===== config.mk =====
export PLATFORM = sky130hd
export DESIGN_NAME = bgs_front
export DESIGN_NICKNAME = d
export VERILOG_FILES = /design/src/rtl/bgs_pkg.sv /design/src/rtl/bgs_front.sv
export SDC_FILE = /design/constraint.sdc
export NUM_CORES = 1
export LEC_CHECK = 0
export ABC_AREA = 1
export BUFFER_PORTS_ARGS = -buffer_cell sky130_fd_sc_hd__buf_2
export CORE_ASPECT_RATIO = 2
export CORE_UTILIZATION = 45
export CTS_BUF_LIST = sky130_fd_sc_hd__clkbuf_16
export CTS_CLUSTER_SIZE = 40
export DETAILED_ROUTE_END_ITERATION = 10
export PLACE_DENSITY = 0.71
export SYNTH_ARGS = -nofsm -noshare
export SYNTH_HDL_FRONTEND = slang
export SYNTH_SLANG_ARGS = --single-unit

===== constraint.sdc =====
create_clock -name clk -period 1.2 [get_ports clk]
set_input_delay 0.24 -clock clk [delete_from_list [all_inputs] [get_ports clk]]
set_output_delay 0.24 -clock clk [all_outputs]
set_load 0.01 [all_outputs]

===== src/rtl/bgs_pkg.sv =====
package bgs_pkg;

    localparam int DEFAULT_MAX_COLUMNS = 128;
    localparam int DEFAULT_MAX_ROWS    = 128;

    localparam int HEIGHT_W   = 16;
    localparam int WORLD_W    = 24;
    localparam int CELL_W     = 16;
    localparam int FRAC_W     = 8;
    localparam int DIVIDEND_W = WORLD_W - 1 + FRAC_W;
    localparam int QUEUE_DEPTH = 4;
    localparam int CFG_INDEX_W = 2;

    localparam logic [7:0]  RESET_GRID_WIDTH = 8'd128;
    localparam logic [7:0]  RESET_GRID_DEPTH = 8'd128;
    localparam logic [15:0] RESET_SPACING    = 16'd256;

    typedef enum logic [CFG_INDEX_W-1:0] {
        CFG_GRID_WIDTH = 2'd0,
        CFG_GRID_DEPTH = 2'd1,
        CFG_SPACING    = 2'd2,
        CFG_UNUSED     = 2'd3
    } cfg_index_t;

    typedef enum logic {
        OP_WRITE  = 1'b0,
        OP_SAMPLE = 1'b1
    } op_t;

endpackage


===== src/rtl/bgs_front.sv =====
module bgs_front #(
    parameter int MAX_COLUMNS = bgs_pkg::DEFAULT_MAX_COLUMNS,
    parameter int MAX_ROWS    = bgs_pkg::DEFAULT_MAX_ROWS,
    parameter int EW          = 8
) (
    input  logic                 clk,
    input  logic                 rst_n,
    input  logic                 in_valid,
    output logic                 in_stall,
    input  logic                 operation,
    input  logic [6:0]           cell_column,
    input  logic [6:0]           cell_row,
    input  logic signed [15:0]   height_value,
    input  logic signed [23:0]   world_x,
    input  logic signed [23:0]   world_z,
    input  logic [7:0]           grid_width,
    input  logic [7:0]           grid_depth,
    input  logic [15:0]          grid_spacing,
    output logic                 push,
    output logic [EW-1:0]        push_data,
    input  logic                 q_full
);

    localparam int CW = $clog2(MAX_COLUMNS);
    localparam int RW = $clog2(MAX_ROWS);
    localparam int WW = $clog2(MAX_COLUMNS + 1);
    localparam int DW = $clog2(MAX_ROWS + 1);
    localparam int NB = bgs_pkg::DIVIDEND_W;
    localparam int SW = bgs_pkg::CELL_W;
    localparam int FW = bgs_pkg::FRAC_W;
    localparam int WORLD_HI = bgs_pkg::WORLD_W - 1;

    logic          adv;
    logic [WW-1:0] w_eff;
    logic [DW-1:0] d_eff;
    logic [SW-1:0] cs_eff;

    logic          valid_reg  [NB+1];
    logic          op_reg     [NB+1];
    logic          wen_reg    [NB+1];
    logic [CW-1:0] col_reg    [NB+1];
    logic [RW-1:0] row_reg    [NB+1];
    logic [15:0]   height_reg [NB+1];
    logic [SW-1:0] rem_x_reg  [NB+1];
    logic [NB-1:0] num_x_reg  [NB+1];
    logic [NB-1:0] quo_x_reg  [NB+1];
    logic [SW-1:0] rem_z_reg  [NB+1];
    logic [NB-1:0] num_z_reg  [NB+1];
    logic [NB-1:0] quo_z_reg  [NB+1];

    assign adv      = !q_full;
    assign in_stall = q_full;

    always_comb
    begin
        if (grid_width == 8'd0)
            w_eff = WW'(1);
        else if (32'(grid_width) > MAX_COLUMNS)
            w_eff = WW'(MAX_COLUMNS);
        else
            w_eff = WW'(grid_width);
        if (grid_depth == 8'd0)
            d_eff = DW'(1);
        else if (32'(grid_depth) > MAX_ROWS)
            d_eff = DW'(MAX_ROWS);
        else
            d_eff = DW'(grid_depth);
        cs_eff = (grid_spacing == '0) ? SW'(1) : grid_spacing;
    end

    always_ff @(posedge clk or negedge rst_n)
    begin
        if (!rst_n)
            valid_reg[0] <= 1'b0;
        else if (adv)
            valid_reg[0] <= in_valid;
    end

    always_ff @(posedge clk)
    begin
        if (adv)
        begin
            op_reg[0]     <= operation;
            wen_reg[0]    <= (32'(cell_column) < MAX_COLUMNS) && (32'(cell_row) < MAX_ROWS);
            col_reg[0]    <= CW'(cell_column);
            row_reg[0]    <= RW'(cell_row);
            height_reg[0] <= height_value;
            rem_x_reg[0]  <= '0;
            quo_x_reg[0]  <= '0;
            num_x_reg[0]  <= (world_x > 0) ? {world_x[WORLD_HI-1:0], FW'(0)} : '0;
            rem_z_reg[0]  <= '0;
            quo_z_reg[0]  <= '0;
            num_z_reg[0]  <= (world_z > 0) ? {world_z[WORLD_HI-1:0], FW'(0)} : '0;
        end
    end

    for (genvar k = 1; k <= NB; k++)
    begin : g_div
        logic [SW:0] tx, tz;

        assign tx = {rem_x_reg[k-1], num_x_reg[k-1][NB-1]};
        assign tz = {rem_z_reg[k-1], num_z_reg[k-1][NB-1]};

        always_ff @(posedge clk or negedge rst_n)
        begin
            if (!rst_n)
                valid_reg[k] <= 1'b0;
            else if (adv)
                valid_reg[k] <= valid_reg[k-1];
        end

        always_ff @(posedge clk)
        begin
            if (adv)
            begin
                op_reg[k]     <= op_reg[k-1];
                wen_reg[k]    <= wen_reg[k-1];
                col_reg[k]    <= col_reg[k-1];
                row_reg[k]    <= row_reg[k-1];
                height_reg[k] <= height_reg[k-1];
                num_x_reg[k]  <= num_x_reg[k-1] << 1;
                num_z_reg[k]  <= num_z_reg[k-1] << 1;
                if (tx >= {1'b0, cs_eff})
                begin
                    rem_x_reg[k] <= SW'(tx - {1'b0, cs_eff});
                    quo_x_reg[k] <= {quo_x_reg[k-1][NB-2:0], 1'b1};
                end
                else
                begin
                    rem_x_reg[k] <= SW'(tx);
                    quo_x_reg[k] <= {quo_x_reg[k-1][NB-2:0], 1'b0};
                end
                if (tz >= {1'b0, cs_eff})
                begin
                    rem_z_reg[k] <= SW'(tz - {1'b0, cs_eff});
                    quo_z_reg[k] <= {quo_z_reg[k-1][NB-2:0], 1'b1};
                end
                else
                begin
                    rem_z_reg[k] <= SW'(tz);
                    quo_z_reg[k] <= {quo_z_reg[k-1][NB-2:0], 1'b0};
                end
            end
        end
    end

    logic [CW+FW-1:0] top_x, gx;
    logic [RW+FW-1:0] top_z, gz;
    logic [CW-1:0]    ix0, ix1;
    logic [RW-1:0]    iz0, iz1;
    logic [FW-1:0]    fx, fz;

    always_comb
    begin
        top_x = {CW'(w_eff - WW'(1)), FW'(0)};
        top_z = {RW'(d_eff - DW'(1)), FW'(0)};
        gx = (quo_x_reg[NB] > NB'(top_x)) ? top_x : (CW+FW)'(quo_x_reg[NB]);
        gz = (quo_z_reg[NB] > NB'(top_z)) ? top_z : (RW+FW)'(quo_z_reg[NB]);
        if (op_reg[NB] == bgs_pkg::OP_SAMPLE)
        begin
            ix0 = gx[CW+FW-1:FW];
            iz0 = gz[RW+FW-1:FW];
            fx  = gx[FW-1:0];
            fz  = gz[FW-1:0];
            ix1 = (32'(ix0) + 1 < 32'(w_eff)) ? ix0 + CW'(1) : ix0;
            iz1 = (32'(iz0) + 1 < 32'(d_eff)) ? iz0 + RW'(1) : iz0;
        end
        else
        begin
            ix0 = col_reg[NB];
            ix1 = col_reg[NB];
            iz0 = row_reg[NB];
            iz1 = row_reg[NB];
            fx  = '0;
            fz  = '0;
        end
    end

    assign push      = adv && valid_reg[NB];
    assign push_data = {op_reg[NB], wen_reg[NB], ix0, ix1, iz0, iz1, fx, fz, height_reg[NB]};

endmodule


# After elaboration in Yosys (flattened, before gate mapping)
# Memories as Yosys holds them, arrays and structs flattened.
# Index checks and enable logic that the tools add are counted.
# Widths: inputs -> output; s select.
[classes]
muxes = 1
n_reduce_logical = 2
[op_table]
columns = ["op", "n"]
rows = [
  ["$logic_and 1x1->1", 1],
  ["$logic_not 1->1", 1],
  ["$mux 1", 1],
]
[totals]
ramBits = 512
inputBits = 115
regBits = 32
output_inout_bits = 10
mem_count = 1
word_cells = 36
[memory_table]
columns = ["memory", "words", "word_bits", "read_ports", "rd_ports_with_merged_regs", "write_ports", "line", "text"]
rows = [
  ["height_reg", 32, 16, 32, 0, 32, "bgs_front.sv:43", "logic [15:0] height_reg [NB+1];"],
]

# Logic depth before layout (Yosys ltp)
[depth]
word_depth = 2
depth_mapped = 5
ltp_nobuf = 3

# Worst setup path before layout
# OpenSTA, ideal clock, no wires.
[synth_path]
path_type = "input to register"
startpoint = "input q_full"
endpoint = "memory height_reg[0][0], enable pin"
path_buffers = 2
setup_slack_ns = -0.400
required_ns = 0.809
arrival_time_ns = 1.209
cell_stages = 3
path_cell_list = "buf_6 -> inv_8 -> buf_12"
[synth_lines]
columns = ["item", "line", "text"]
rows = [
  ["start, declared", "bgs_front.sv:21", "input logic q_full"],
  ["end, declared", "bgs_front.sv:43", ""],
]

# Worst setup path in the final report
[layout_path]
startpoint = "register valid_reg[0] in the netlist's numbering"
endpoint = "output push"
[layout_between]
elab_chain_len = 1
[layout_lines]
columns = ["item", "line", "text"]
rows = [
  ["start, declared", "bgs_front.sv:38", "logic valid_reg [NB+1];"],
  ["start signal, assigned by index", "bgs_front.sv:109", "valid_reg[k] <= valid_reg[k-1];"],
  ["$logic_and 1x1->1", "bgs_front.sv:179", "assign push = adv && valid_reg[NB];"],
  ["end, declared", "bgs_front.sv:19", "output logic push,"],
]
# No other way between the ends.

==> summary.txt <==
run status -> finished, violations left
failing checks -> negative setup slack
final setup skew -> 0.00788 ns
share of cells above drive strength 1 -> 19.5%
Worst slew margin -> 54.1%
Warnings, synthesis -> 0
global-route wire length before repair -> 17500 µm
antenna violations before repair -> 0
Routed wire per std cell -> 14.0 µm
share of Yosys cell area claimed by the top area cell type -> 84.7%
launching element type of the critical path -> flop
number of levels in the clock H-tree -> 1
Die ar. -> 0.0208 mm²
gpl congestion -> 0.643
type of the tightest min-delay check -> in -> reg
Avg Vias per Cell -> 4.57
worst flop-to-flop path startpoint -> valid_reg[0]$_DFFE_PN0N_
Reg clk slew, reported paths -> 0.07 ns
floorplan die height -> 203 µm
main flop type after synthesis -> edfxtp_1
number of flip-flops and latches in the synthesized netlist -> 288
type of the worst setup path -> reg -> out
Fillers -> 1497
number of unique standard cell types used by synthesis -> 10
leading cell type by number of instances after synthesis -> edfxtp_1
net count after synthesis -> 518
overall die width -> 102 µm
power density over the cells -> 1940 mW/mm²
placeable core region -> 0.0198 mm²
Setup-failing EPs final -> 9
critical-path maximum fanout -> 2
share of synthesized flip-flops with an asynchronous set or reset -> 11.1%
combined area of all synthesized cells -> 0.00907 mm²
pin slew with the least headroom to its limit -> 0.689 ns
Critical Path End Type -> output port
first drt pass iteration count -> 5
antenna fix cells -> 0
register cell area after layout -> 0.00849 mm²
largest net degree at the start of global routing -> 33
Critical R2R Capture -> valid_reg[0]$_DFFE_PN0N_
largest area contributor in the synthesized netlist -> edfxtp_1
clock tree from TritonCTS -> yes
detailed-route wire length -> 10400 µm
Boundary Pins -> 125
count of nets after finishing -> 576
fin worst setup slack -> -0.149 ns
max-capacitance violation count -> 0
setup_tns -> -0.492 ns
final worst path period need -> 1.35 ns
Synth Area per Inst -> 22.5 µm²
Placement Cell Area -> 0.00957 mm²
commonest cells in the netlist -> edfxtp_1, nand2_1, dfrtp_1
CP peak stage delay -> 0.38 ns
dpl hpwl -> 5390 µm
number of enable-type register cells in the synthesized netlist -> 256
Worst Hold Slack -> 0.218 ns
setup repair after global routing missed its margin -> yes
Leak Pwr -> 3.87 nW
start point of the critical path -> valid_reg[0]$_DFFE_PN0N_
Critical Path RT -> 0.96 ns
Via Count -> 3381
cell total after placement -> 685
detailed router's first-iteration violation count -> 236
Clk Tree Root Cell -> clkbuf_16
clk_lat worst skew -> 0.51 ns
portion of the clock cycle consumed by the worst path in the final layout -> 112%
maximum frequency from static timing analysis -> 741 MHz
worst-path cell with the longest stage delay -> dfrtp_1
Worst R2R Path Depth -> 3
Port Buf Inserts -> 21
number of standard cells after synthesis -> 403
data arrival at the endpoint of the critical path -> 1.11 ns
list of cells traversed by the critical path -> inv_1 -> nor2_1 -> buf_2
Post-Place Setup Slack -> 0.00807 ns
post-route cell area -> 0.0105 mm²
Power, Total -> 20.4 mW
combined area of the multi-input logic cells -> 412 µm²
number of sinks driven by the clock tree -> 288
initial core utilization -> 45.8%
post-route non-filler standard cell count -> 740
Max IR drop VDD -> 1.50 mV
number of buffers added by the clock tree synthesis step -> 25
top area cells in the synthesized netlist -> edfxtp_1, dfrtp_1, nand2_1, nand2_2, buf_4
area added between synthesis and finish -> 15.8%
number of global-route vias before repair -> 3388
GRT Util Overall -> 10.9%
maximum buffer depth of the clock tree -> 3
number of flip-flops under the largest register name -> 256
Placement Rows -> 73
Pins Over Slew Limit -> 0
worst-case register-to-register setup slack -> 0.50 ns
total grt overflow -> 0
residual antenna-violating net count after detailed routing -> 0
post-synthesis sequential area ratio -> 93.6%
final routed DRC violation total -> 0
final-report hold violation count -> 0
destination of the critical timing path -> push
final design utilization -> 53.0%
worst min path at each step:
stage,start,endpoint,depth (start not counted)
6_report,q_full,valid_reg[3]$_DFFE_PN0N_,4
5_1_grt,q_full,valid_reg[4]$_DFFE_PN0N_,4
4_1_cts,q_full,valid_reg[3]$_DFFE_PN0N_,4
3_5_place_dp,rst_n,valid_reg[30]$_DFFE_PN0N_,1
3_3_place_gp,rst_n,valid_reg[31]$_DFFE_PN0N_,1
2_1_floorplan,rst_n,valid_reg[0]$_DFFE_PN0N_,0
routing by layer:
layer,vias up,part of all wire [%],track usage (%)
met3,28,3.3,1.93
li1,1590,-,-
met2,59,47,15.9
met5,-,0,0
met1,1704,46,16.2
met4,0,3.4,5.00
power breakdown:
| part | switching [mW] | total (mW) | internal (mW) |
|---|---|---|---|
| Sequential | 0.241 | 11.9 | 11.6 |
| Combinational | 0.326 | 0.517 | 0.191 |
| Clock | 3.35 | 8.03 | 4.68 |
| Total | 3.92 | 20.4 | 16.5 |
what timing repair did:
action	in CTS	in global routing
resized for setup	0	0
setup endpoints to repair	9	9
hold buffers	10	0
hold endpoints to repair	41	0
buffers inserted	0	1
worst max-delay path, delay by kind of cell (launching register included):
family	cells	cell delay, ns
buf+inv	2	0.19
simple gates	1	0.03
flops	1	0.38
placed cells by master, fill, tap and decap left out, drive strengths merged:
| master | netlist | layout |
|---|---|---|
| dfrtp | 32 | 32 |
| clkbuf | 0 | 25 |
| dlygate4sd3 | 0 | 10 |
| clkinv | 0 | 7 |
| buf | 16 | 37 |
| inv | 2 | 7 |
| nor2 | 1 | 1 |
| nand2 | 96 | 96 |
| edfxtp | 256 | 256 |
| clkinvlp | 0 | 3 |
| bufinv | 0 | 4 |
final cells by class:
| cell class | instances | share of cell area [%] |
|---|---|---|
| flip-flops and latches | 288 | 80.8 |
| clock buffers | 25 | 5.96 |
| repair buffers | 47 | 4.05 |
| multi-input cells | 97 | 3.92 |
| well taps | 262 | 3.12 |
| clock inverters | 19 | 1.97 |
| inverters | 2 | 0.191 |
cells by family after synthesis:
family                 synth area share (%)
buffers and inverters                  1.89
DFF                                    93.6
and+or+nand+nor                        4.54
(Power assumes the default switching activity.)
