### config.mk
export PLATFORM = sky130hd
export DESIGN_NAME = bgs_queue
export DESIGN_NICKNAME = d
export VERILOG_FILES = /design/src/rtl/bgs_pkg.sv /design/src/rtl/bgs_queue.sv
export SDC_FILE = /design/constraint.sdc
export NUM_CORES = 1
export LEC_CHECK = 0
export BUFFER_PORTS_ARGS = -buffer_cell sky130_fd_sc_hd__buf_2
export CAP_MARGIN = 10
export CORE_AREA = 3 3 61 78
export DETAILED_ROUTE_END_ITERATION = 16
export DIE_AREA = 0 0 64 81
export PLACE_DENSITY = 0.66
export SKIP_LAST_GASP = 1
export SLEW_MARGIN = 20
export SYNTH_ARGS = -nofsm -noshare
export SYNTH_HDL_FRONTEND = slang
export SYNTH_SLANG_ARGS = --single-unit
### constraint.sdc
create_clock -name clk -period 3.7 [get_ports clk]
set_input_delay 0.74 -clock clk [delete_from_list [all_inputs] [get_ports clk]]
set_output_delay 0.74 -clock clk [all_outputs]
set_load 0.1 [all_outputs]
### src/rtl/bgs_pkg.sv
package bgs_pkg;

    localparam int DEFAULT_MAX_COLUMNS = 128;
    localparam int DEFAULT_MAX_ROWS    = 128;

    localparam int HEIGHT_W   = 16;
    localparam int WORLD_W    = 24;
    localparam int CELL_W     = 16;
    localparam int FRAC_W     = 8;
    localparam int DIVIDEND_W = WORLD_W - 1 + FRAC_W;
    localparam int QUEUE_DEPTH = 4;
    localparam int CFG_INDEX_W = 2;

    localparam logic [7:0]  RESET_GRID_WIDTH = 8'd128;
    localparam logic [7:0]  RESET_GRID_DEPTH = 8'd128;
    localparam logic [15:0] RESET_SPACING    = 16'd256;

    typedef enum logic [CFG_INDEX_W-1:0] {
        CFG_GRID_WIDTH = 2'd0,
        CFG_GRID_DEPTH = 2'd1,
        CFG_SPACING    = 2'd2,
        CFG_UNUSED     = 2'd3
    } cfg_index_t;

    typedef enum logic {
        OP_WRITE  = 1'b0,
        OP_SAMPLE = 1'b1
    } op_t;

endpackage

### src/rtl/bgs_queue.sv
module bgs_queue #(
    parameter int WIDTH = 8
) (
    input  logic             clk,
    input  logic             rst_n,
    input  logic             push,
    input  logic [WIDTH-1:0] push_data,
    input  logic             pop,
    output logic [WIDTH-1:0] pop_data,
    output logic             full,
    output logic             empty
);

    localparam int DEPTH = bgs_pkg::QUEUE_DEPTH;
    localparam int PW    = $clog2(DEPTH);

    logic [WIDTH-1:0] entry_reg [DEPTH];
    logic [PW-1:0]    wr_ptr_reg, wr_ptr_next;
    logic [PW-1:0]    rd_ptr_reg, rd_ptr_next;
    logic [PW:0]      count_reg, count_next;

    assign full     = (count_reg == (PW+1)'(DEPTH));
    assign empty    = (count_reg == '0);
    assign pop_data = entry_reg[rd_ptr_reg];

    always_comb
    begin
        wr_ptr_next = push ? wr_ptr_reg + PW'(1) : wr_ptr_reg;
        rd_ptr_next = pop ? rd_ptr_reg + PW'(1) : rd_ptr_reg;
        count_next  = count_reg + (PW+1)'(push) - (PW+1)'(pop);
    end

    always_ff @(posedge clk or negedge rst_n)
    begin
        if (!rst_n)
        begin
            wr_ptr_reg <= '0;
            rd_ptr_reg <= '0;
            count_reg  <= '0;
        end
        else
        begin
            wr_ptr_reg <= wr_ptr_next;
            rd_ptr_reg <= rd_ptr_next;
            count_reg  <= count_next;
        end
    end

    always_ff @(posedge clk)
    begin
        if (push)
        begin
            entry_reg[wr_ptr_reg] <= push_data;
        end
    end

endmodule

Word level (Yosys, flattened, before mapping)

Memories as Yosys holds them, arrays and structs flattened.
Cells that the tools add are included.

Bits in writable memories: 32
Logic and storage cells: 12
Memories kept: 1
Register bits: 7
Latch bits: 0
Bits in read-only memories: 0

Equal/unequal tests: 1
$mul: 0
Shift-type cells: 0
Reduce and logical (&&, ||, !) cells: 1
Div/mod/pow operators: 0
Multiplexer cells: 2
Bitwise operators: 0
Add/sub/neg operators: 4
Magnitude comparators: 0

Memories:

| memory    | words | width | read ports | clocked after Yosys merged registers in | write ports | line            | RTL |
|---|---|---|---|---|---|---|---|
| entry_reg | 4     | 8     | 1          | 0                                       | 1           | bgs_queue.sv:17 | `logic [WIDTH-1:0] entry_reg [DEPTH];` |

Operators by type and width:

| kind                                        | number |
|---|---|
| adder 2 x 1 -> 2 bit, second input constant | 2 |
| adder 3 x 1 -> 3 bit                        | 1 |
| == test 3 bit, second input constant        | 1 |
| logical NOT 3 bit                           | 1 |
| subtractor 3 x 1 -> 3 bit                   | 1 |
| 2-to-1 mux 1 bit                            | 2 |

Longest topological paths before layout

Gate-level depths: netlist of the first run.

Word-level depth: 2
Gate-level depth with buffers: 6

Worst setup path after synthesis of the first run

No wires, ideal clock.

Kind: register to output
Start: reg count_reg[1]
End: out empty
Arrival time: 2464 ps
Stages on the path, launching flop included: 2
Slack: 496 ps
Required time: 2960 ps
Path through: dfrtp_1 -> nor3_1

Word-level cells in the longest chain between the ends: 1

RTL lines:

| element                  | line            | RTL |
|---|---|---|
| start: declaration       | bgs_queue.sv:20 | `logic [PW:0] count_reg, count_next;` |
| start signal: assignment | bgs_queue.sv:45 | `count_reg <= count_next;` |
| logical NOT 3 bit        | bgs_queue.sv:23 | `assign empty = (count_reg == '0);` |
| end: declaration         | bgs_queue.sv:11 | `output logic empty` |

Every way passes these cells.

Worst setup path after layout of the first run

Start: reg rd_ptr_reg[0]
End: out pop_data[0]

Word-level cells in the longest chain between the ends: 1

RTL lines:

| element                  | line            | RTL |
|---|---|---|
| start: declaration       | bgs_queue.sv:19 | `logic [PW-1:0] rd_ptr_reg, rd_ptr_next;` |
| start signal: assignment | bgs_queue.sv:44 | `rd_ptr_reg <= rd_ptr_next;` |
| memory (4 x 8 bit)       | -               |  |
| end: declaration         | bgs_queue.sv:9  | `output logic [WIDTH-1:0] pop_data,` |

Every way passes these cells.

==> impl_metrics.csv, run 1 <==
group,metric,value,unit
floorplanning,ios,22,
grt,track_usage,0.110,
synth,ys_ff_latch,39,
sta,drv_slew,0,
synth,synth_edf_count,32,
sta,fin_tns_setup,0,ns
sta,period_needed,2.63,ns
critical_path,path_max_fanout,10,
cts,htree_levels,2,
critical_path,r2r_cells,6,
place,dpl_cell_area,0.00170,sq mm
synth,synthesis.area,0.00154,sq mm
sta,finalSetupViolations,0,
sta,finalClockSkew,0.00245,ns
synth,synth_nets,95,
routing,vias_per_cell,4.60,
floorplanning,core_area,0.00407,sq mm
cts,cts_tree,"yes",
critical_path,crit_buf_inv,1,
place,routabilityCongestion,0.671,
routing,dr.pass1.iters,4,
critical_path,reg2reg_to,"count_reg[2]$_DFF_PN0_",
synth,ys_seq_area_frac,0.736,
sta,slew_headroom,0.601,
synth,synth_area_leaders,"edfxtp_1 (62%), mux4_2 (12%), dfrtp_1 (11%), ha_1 (4.9%), xor2_1 (1.7%)",
routing,wl,2440,um
synth,synth-async-reset-ratio,0.179,
critical_path,critPathRequiredTime,2.96,ns
cells_and_area,design_area,0.00178,sq mm
sta,holdWs,0.278,ns
sta,hold_viol,0,
synth,synth_cell_types,15,
synth,synthTopCellsByCount,"edfxtp_1 (32), mux4_2 (8), dfrtp_1 (7)",
sta,grt_setup_unrepaired,"false",
hold_path,min_path_type,"input pin to asynchronous set/reset pin",
routing,vias,732,
critical_path,end_kind,"output port",
grt,grt_pass1_vias,850,
cts,clk_pin_slew,0.07,ns
cts,clkLatencyLatePin,0.28,ns
critical_path,path_delay_family,"flip-flops",
grt,busiest_layer,"met2",
cts,cts_buffers,5,
place,port-buffer-count,21,
synth,synth.avg_cell_area,20.3,sq um
routing,drc_errors,0,
grt,met1_usage,0.108,
floorplanning,die_y,81,um
floorplanning,row_count,26,
sta,fmax,381,MHz
cells_and_area,largest_register_ffs,32,
cts,post_cts_buffers,0,
floorplanning,die_w,64,um
critical_path,ff2ff_setup_slack,2.18,ns
grt,overflow,0,
critical_path,cp.arrival,1.89,ns
cts,max-clock-path-buffers,2,
cells_and_area,areaGrowthSynthToFinish,15.6,%
flow_run,maxCapViolations,0,
place,dp_cells,151,
grt,antenna_found_initial,0,
grt,met3_usage,0.0387,
routing,wl_per_cell,15.3,um
synth,synth.most_common_cell,"edfxtp_1",
cells_and_area,diodes,0,
grt,use_met2,0.201,
sta,fin_crit_sh,0.710,
routing,initialDrtViolationCount,34,
grt,grt_pass1_wl,4060,um
synth,synth_area_leader_cell,"edfxtp_1",
cts,clock_sinks,39,
floorplanning,die-area,0.00518,sq mm
cts,hold_buffers,0,
critical_path,slowest_delay,0.72,ns
synth,synth_top_cell_area_share,0.623,
critical_path,startpoint_type,"flop",
critical_path,cp_slowest_cell,"dfrtp_1",
cells_and_area,instances_no_fill,159,
floorplanning,initial_core_util,0.379,
cts,clk_root_buffer_cell,"clkbuf_8",
critical_path,path_class,"flop to output port",
critical_path,crit_chain,"mux4_2, buf_2",
synth,netlist_instances,76,
synth,ys.flop_type,"edfxtp_1",
synth,synth_warnings,0,
sta,worst_pin_slew,0.598,ns
cells_and_area,layout.nets,121,
routing,drtAntennaViolNets,0,
critical_path,rr_startpoint,"count_reg[0]$_DFF_PN0_",
cells_and_area,drive_above_1_share,0.340,
run_status,status,"finished, final reports clean",
grt,grt_max_degree,12,
cts,ctsResizeCount,0,
==> metrics by stage <==
step | util | worst slack (ns)
after global placement | 0.418 | 1.38
after detailed placement | 0.418 | 1.32
after floorplan | - | 0.496
final | 0.438 | 1.07
after CTS | 0.438 | 1.01
after global routing | 0.438 | 0.956
==> cell families after synthesis <==
family	after synthesis	synth area share
buf+inv	8	0.0251
compound gates	1	0.00324
fa+ha+maj	7	0.0616
flops	39	0.736
simple gates	8	0.0284
xor+xnor	5	0.0284
mux	8	0.117
==> worst max path at each step <==
| stage | startpoint | to | slack (ns) | cells past startpoint |
|---|---|---|---|---|
| after global routing | rd_ptr_reg[0]$_DFFE_PN0P_ | pop_data[7] | 0.96 | 2 |
| after detailed placement | rd_ptr_reg[0]$_DFFE_PN0P_ | pop_data[0] | 1.32 | 2 |
| after CTS | rd_ptr_reg[0]$_DFFE_PN0P_ | pop_data[0] | 1.01 | 2 |
| after global placement | rd_ptr_reg[0]$_DFFE_PN0P_ | pop_data[7] | 1.38 | 2 |
| final | rd_ptr_reg[0]$_DFFE_PN0P_ | pop_data[0] | 1.07 | 2 |
| after floorplan | count_reg[1]$_DFF_PN0_ | empty | 0.50 | 1 |
==> placed cells by master (no fill, tap or decap) <==
| master | netlist | layout |
|---|---|---|
| xor2_1 | 3 | 3 |
| xnor2_1 | 2 | 2 |
| clkinv_2 | 0 | 1 |
| nor3_1 | 1 | 1 |
| dfrtp_1 | 7 | 7 |
| ha_1 | 6 | 6 |
| edfxtp_1 | 32 | 32 |
| nand2_1 | 2 | 2 |
| and2_1 | 4 | 4 |
| and3_1 | 1 | 1 |
| inv_1 | 6 | 6 |
| o21ai_0 | 1 | 1 |
| clkbuf_8 | 0 | 5 |
| buf_2 | 1 | 21 |
| clkbuf_1 | 0 | 2 |
| fa_1 | 1 | 1 |
| mux4_2 | 8 | 8 |
==> layout make-up <==
| class | instances | area [sq um] |
|---|---|---|
| fill | 373 | 2280 |
| sequential | 39 | 1140 |
| multi-input combinational | 29 | 368 |
| timing repair buffer | 21 | 105 |
| clock buffer | 7 | 76.3 |
| tap | 56 | 70.1 |
| inverter | 6 | 22.5 |
| clock inverter | 1 | 5.00 |
==> layer usage <==
| metal | part of all wire | up-vias |
|---|---|---|
| li1 | - | 335 |
| met1 | 0.39 | 370 |
| met2 | 0.53 | 21 |
| met3 | 0.056 | 6 |
| met4 | 0.027 | 0 |
| met5 | 0 | - |
Power of run 1 is not shown: default switching activity piles up to over one toggle a cycle in this logic, so the estimate is an artifact.
==> inputs of run 2 (changes only) <==
--- a/config.mk
+++ b/config.mk
@@ -5,12 +5,13 @@
 export SDC_FILE = /design/constraint.sdc
 export NUM_CORES = 1
 export LEC_CHECK = 0
+export ABC_AREA = 1
 export BUFFER_PORTS_ARGS = -buffer_cell sky130_fd_sc_hd__buf_2
 export CAP_MARGIN = 10
-export CORE_AREA = 3 3 61 78
+export CORE_AREA = 3 3 66 83
 export DETAILED_ROUTE_END_ITERATION = 16
-export DIE_AREA = 0 0 64 81
-export PLACE_DENSITY = 0.66
+export DIE_AREA = 0 0 69 86
+export PLACE_DENSITY = 0.65
 export SKIP_LAST_GASP = 1
 export SLEW_MARGIN = 20
 export SYNTH_ARGS = -nofsm -noshare
==> constraint.sdc (replaced) <==
create_clock -name clk -period 2.42 [get_ports clk]
set_input_delay 0.484 -clock clk [delete_from_list [all_inputs] [get_ports clk]]
set_output_delay 0.484 -clock clk [all_outputs]
set_load 0.1 [all_outputs]
==> run 2 against run 1 <==
  * Setup slack lost 0.84 ns
  * Global-route usage shrank 0.13 points
  * Routed wire length grew 20%
  * Highest routed layer unchanged
  * Sequential share of layout area shrank 8.2 points
  * Non-clock buffer count grew 1
  * Final cell count grew 61%
  * Synthesized cell count grew 130%
  * Critical path type unchanged
  * First-iteration DRC count shrank 8.8%
  * Count of clock-buffer cells in the layout shrank 2
  * Utilization shrank 0.91 points
  * Worst hold slack lost 0.26 ns
==> impl_metrics.csv, run 2 <==
group,metric,value,unit
sta,fin_tns_setup,0,ns
sta,worst_pin_slew,0.491,ns
cells_and_area,areaGrowthSynthToFinish,13.8,%
routing,wl_per_cell,11.4,um
sta,finalClockSkew,0.00699,ns
synth,synthTopCellsByCount,"inv_1 (44), nand2_1 (43), edfxtp_1 (32)",
hold_path,min_path_type,"input pin to asynchronous set/reset pin",
synth,synth_area_leader_cell,"edfxtp_1",
synth,ys_seq_area_frac,0.632,
cts,hold_buffers,0,
routing,drc_errors,0,
sta,hold_viol,0,
critical_path,ff2ff_setup_slack,0.86,ns
grt,grt_max_degree,17,
floorplanning,row_count,28,
synth,synth_top_cell_area_share,0.534,
critical_path,startpoint_type,"flop",
critical_path,path_max_fanout,16,
floorplanning,ios,22,
cts,htree_levels,2,
synth,netlist_instances,171,
sta,fmax,457,MHz
synth,synth_edf_count,32,
floorplanning,die_w,69,um
critical_path,path_class,"flop to output port",
cts,clk_pin_slew,0.07,ns
floorplanning,core_area,0.00476,sq mm
synth,synth_area_leaders,"edfxtp_1 (53%), dfrtp_1 (9.7%), inv_1 (9.2%), nand2_1 (9.0%), nand3_1 (4.7%)",
sta,drv_slew,0,
sta,grt_setup_unrepaired,"false",
run_status,status,"finished, final reports clean",
flow_run,maxCapViolations,0,
synth,synth-async-reset-ratio,0.179,
routing,drtAntennaViolNets,0,
critical_path,reg2reg_to,"count_reg[2]$_DFF_PN0_",
synth,synth.avg_cell_area,10.5,sq um
sta,period_needed,2.19,ns
place,dp_cells,248,
cts,cts_tree,"yes",
critical_path,end_kind,"output port",
cts,clkLatencyLatePin,0.29,ns
cells_and_area,most-common-layout-cells,"inv_1 (44), nand2_1 (43), edfxtp_1 (32)",
place,port-buffer-count,21,
routing,wl,2920,um
place,routabilityCongestion,0.772,
grt,grt_pass1_wl,4840,um
synth,synth_nets,190,
critical_path,rr_startpoint,"count_reg[0]$_DFF_PN0_",
grt,track_usage,0.109,
cts,clk_root_buffer_cell,"clkbuf_8",
floorplanning,die_y,86,um
cts,post_cts_buffers,0,
synth,ys.flop_type,"edfxtp_1",
cts,ctsResizeCount,0,
cells_and_area,instances_no_fill,256,
sta,finalSetupViolations,0,
routing,vias,1083,
grt,antenna_found_initial,0,
critical_path,cp.arrival,1.70,ns
cells_and_area,final_common_cell,"inv_1",
synth,synth.most_common_cell,"inv_1",
grt,grt_pass1_vias,1007,
floorplanning,die-area,0.00593,sq mm
synth,synth_cell_types,18,
place,dp.final_hpwl,2040,um
cells_and_area,layout.nets,214,
cells_and_area,largest_register_ffs,32,
cts,max-clock-path-buffers,2,
critical_path,critPathRequiredTime,1.94,ns
floorplanning,initial_core_util,0.377,
critical_path,r2r_cells,8,
cells_and_area,diodes,0,
routing,initialDrtViolationCount,31,
synth,synthesis.area,0.00180,sq mm
routing,vias_per_cell,4.23,
synth,ys_ff_latch,39,
sta,slew_headroom,0.675,
synth,synth_warnings,0,
cts,cts_buffers,5,
routing,dr.pass1.iters,4,
sta,fin_crit_sh,0.904,
cells_and_area,drive_above_1_share,0.204,
cts,clock_sinks,39,
grt,overflow,0,
-- run 2: changes by cell type after synthesis, moves of 2 or more --
cell     before  now
xnor2_1       2    0
nand3_1       0   17
nand2_1       2   43
and2_1        4    0
inv_1         6   44
nand2_2       0    8
mux4_2        8    0
-- run 2: layer usage --
| metal | vias to the layer above | GRT usage | part of all wire |
|---|---|---|---|
| met1 | 491 | 0.123 | 0.44 |
| met2 | 18 | 0.183 | 0.51 |
| met4 | 0 | 0.0746 | 0.023 |
| li1 | 567 | - | - |
| met3 | 7 | 0.0234 | 0.026 |
| met5 | - | 0 | 0 |
-- run 2: worst max-delay path, stage by stage (launching register included) --
cell and delay, ns:
dfrtp_1 0.58, inv_6 0.14, nand2_1 0.09, nand3_1 0.07
nand2_1 0.10, buf_2 0.43
-- run 2: worst max-delay path by stage --
stage	from	to	cells past startpoint	slack (ns)
after global routing	rd_ptr_reg[0]$_DFFE_PN0P_	pop_data[0]	5	0.11
after detailed placement	rd_ptr_reg[0]$_DFFE_PN0P_	pop_data[7]	5	0.54
after global placement	rd_ptr_reg[0]$_DFFE_PN0P_	pop_data[2]	5	0.56
after CTS	rd_ptr_reg[0]$_DFFE_PN0P_	pop_data[0]	5	0.20
final	rd_ptr_reg[0]$_DFFE_PN0P_	pop_data[0]	5	0.23
after floorplan	count_reg[1]$_DFF_PN0_	full	3	0.13
-- run 2: area by class of cell --
| type | count | area [sq um] |
|---|---|---|
| tap | 60 | 75.1 |
| timing repair buffer | 22 | 113 |
| multi-input combinational | 81 | 437 |
| inverter | 46 | 178 |
| fill | 494 | 2720 |
| sequential | 39 | 1140 |
| clock inverter | 3 | 38.8 |
| clock buffer | 5 | 68.8 |
-- run 2: logic make-up after synthesis --
kind of cell             share of synthesized area
AND/OR/NAND/NOR                              0.170
buffers and inverters                        0.128
flip-flops                                   0.632
adder cells (fa/ha/maj)                     0.0529
XOR/XNOR                                    0.0146
AO/OA/AOI/OAI                              0.00278
-- run 2: metrics by stage --
stage	setup slack, ns	hold slack, ns	cell area (sq um)	util
after floorplan	0.125	0.188	1800	-
after global placement	0.560	0.335	1940	0.407
after detailed placement	0.544	0.334	1940	0.407
after CTS	0.204	0.0170	2050	0.429
final	0.233	0.0205	2050	0.429
after global routing	0.113	0.0216	2050	0.429
Power of run 2 is left out for the same reason.
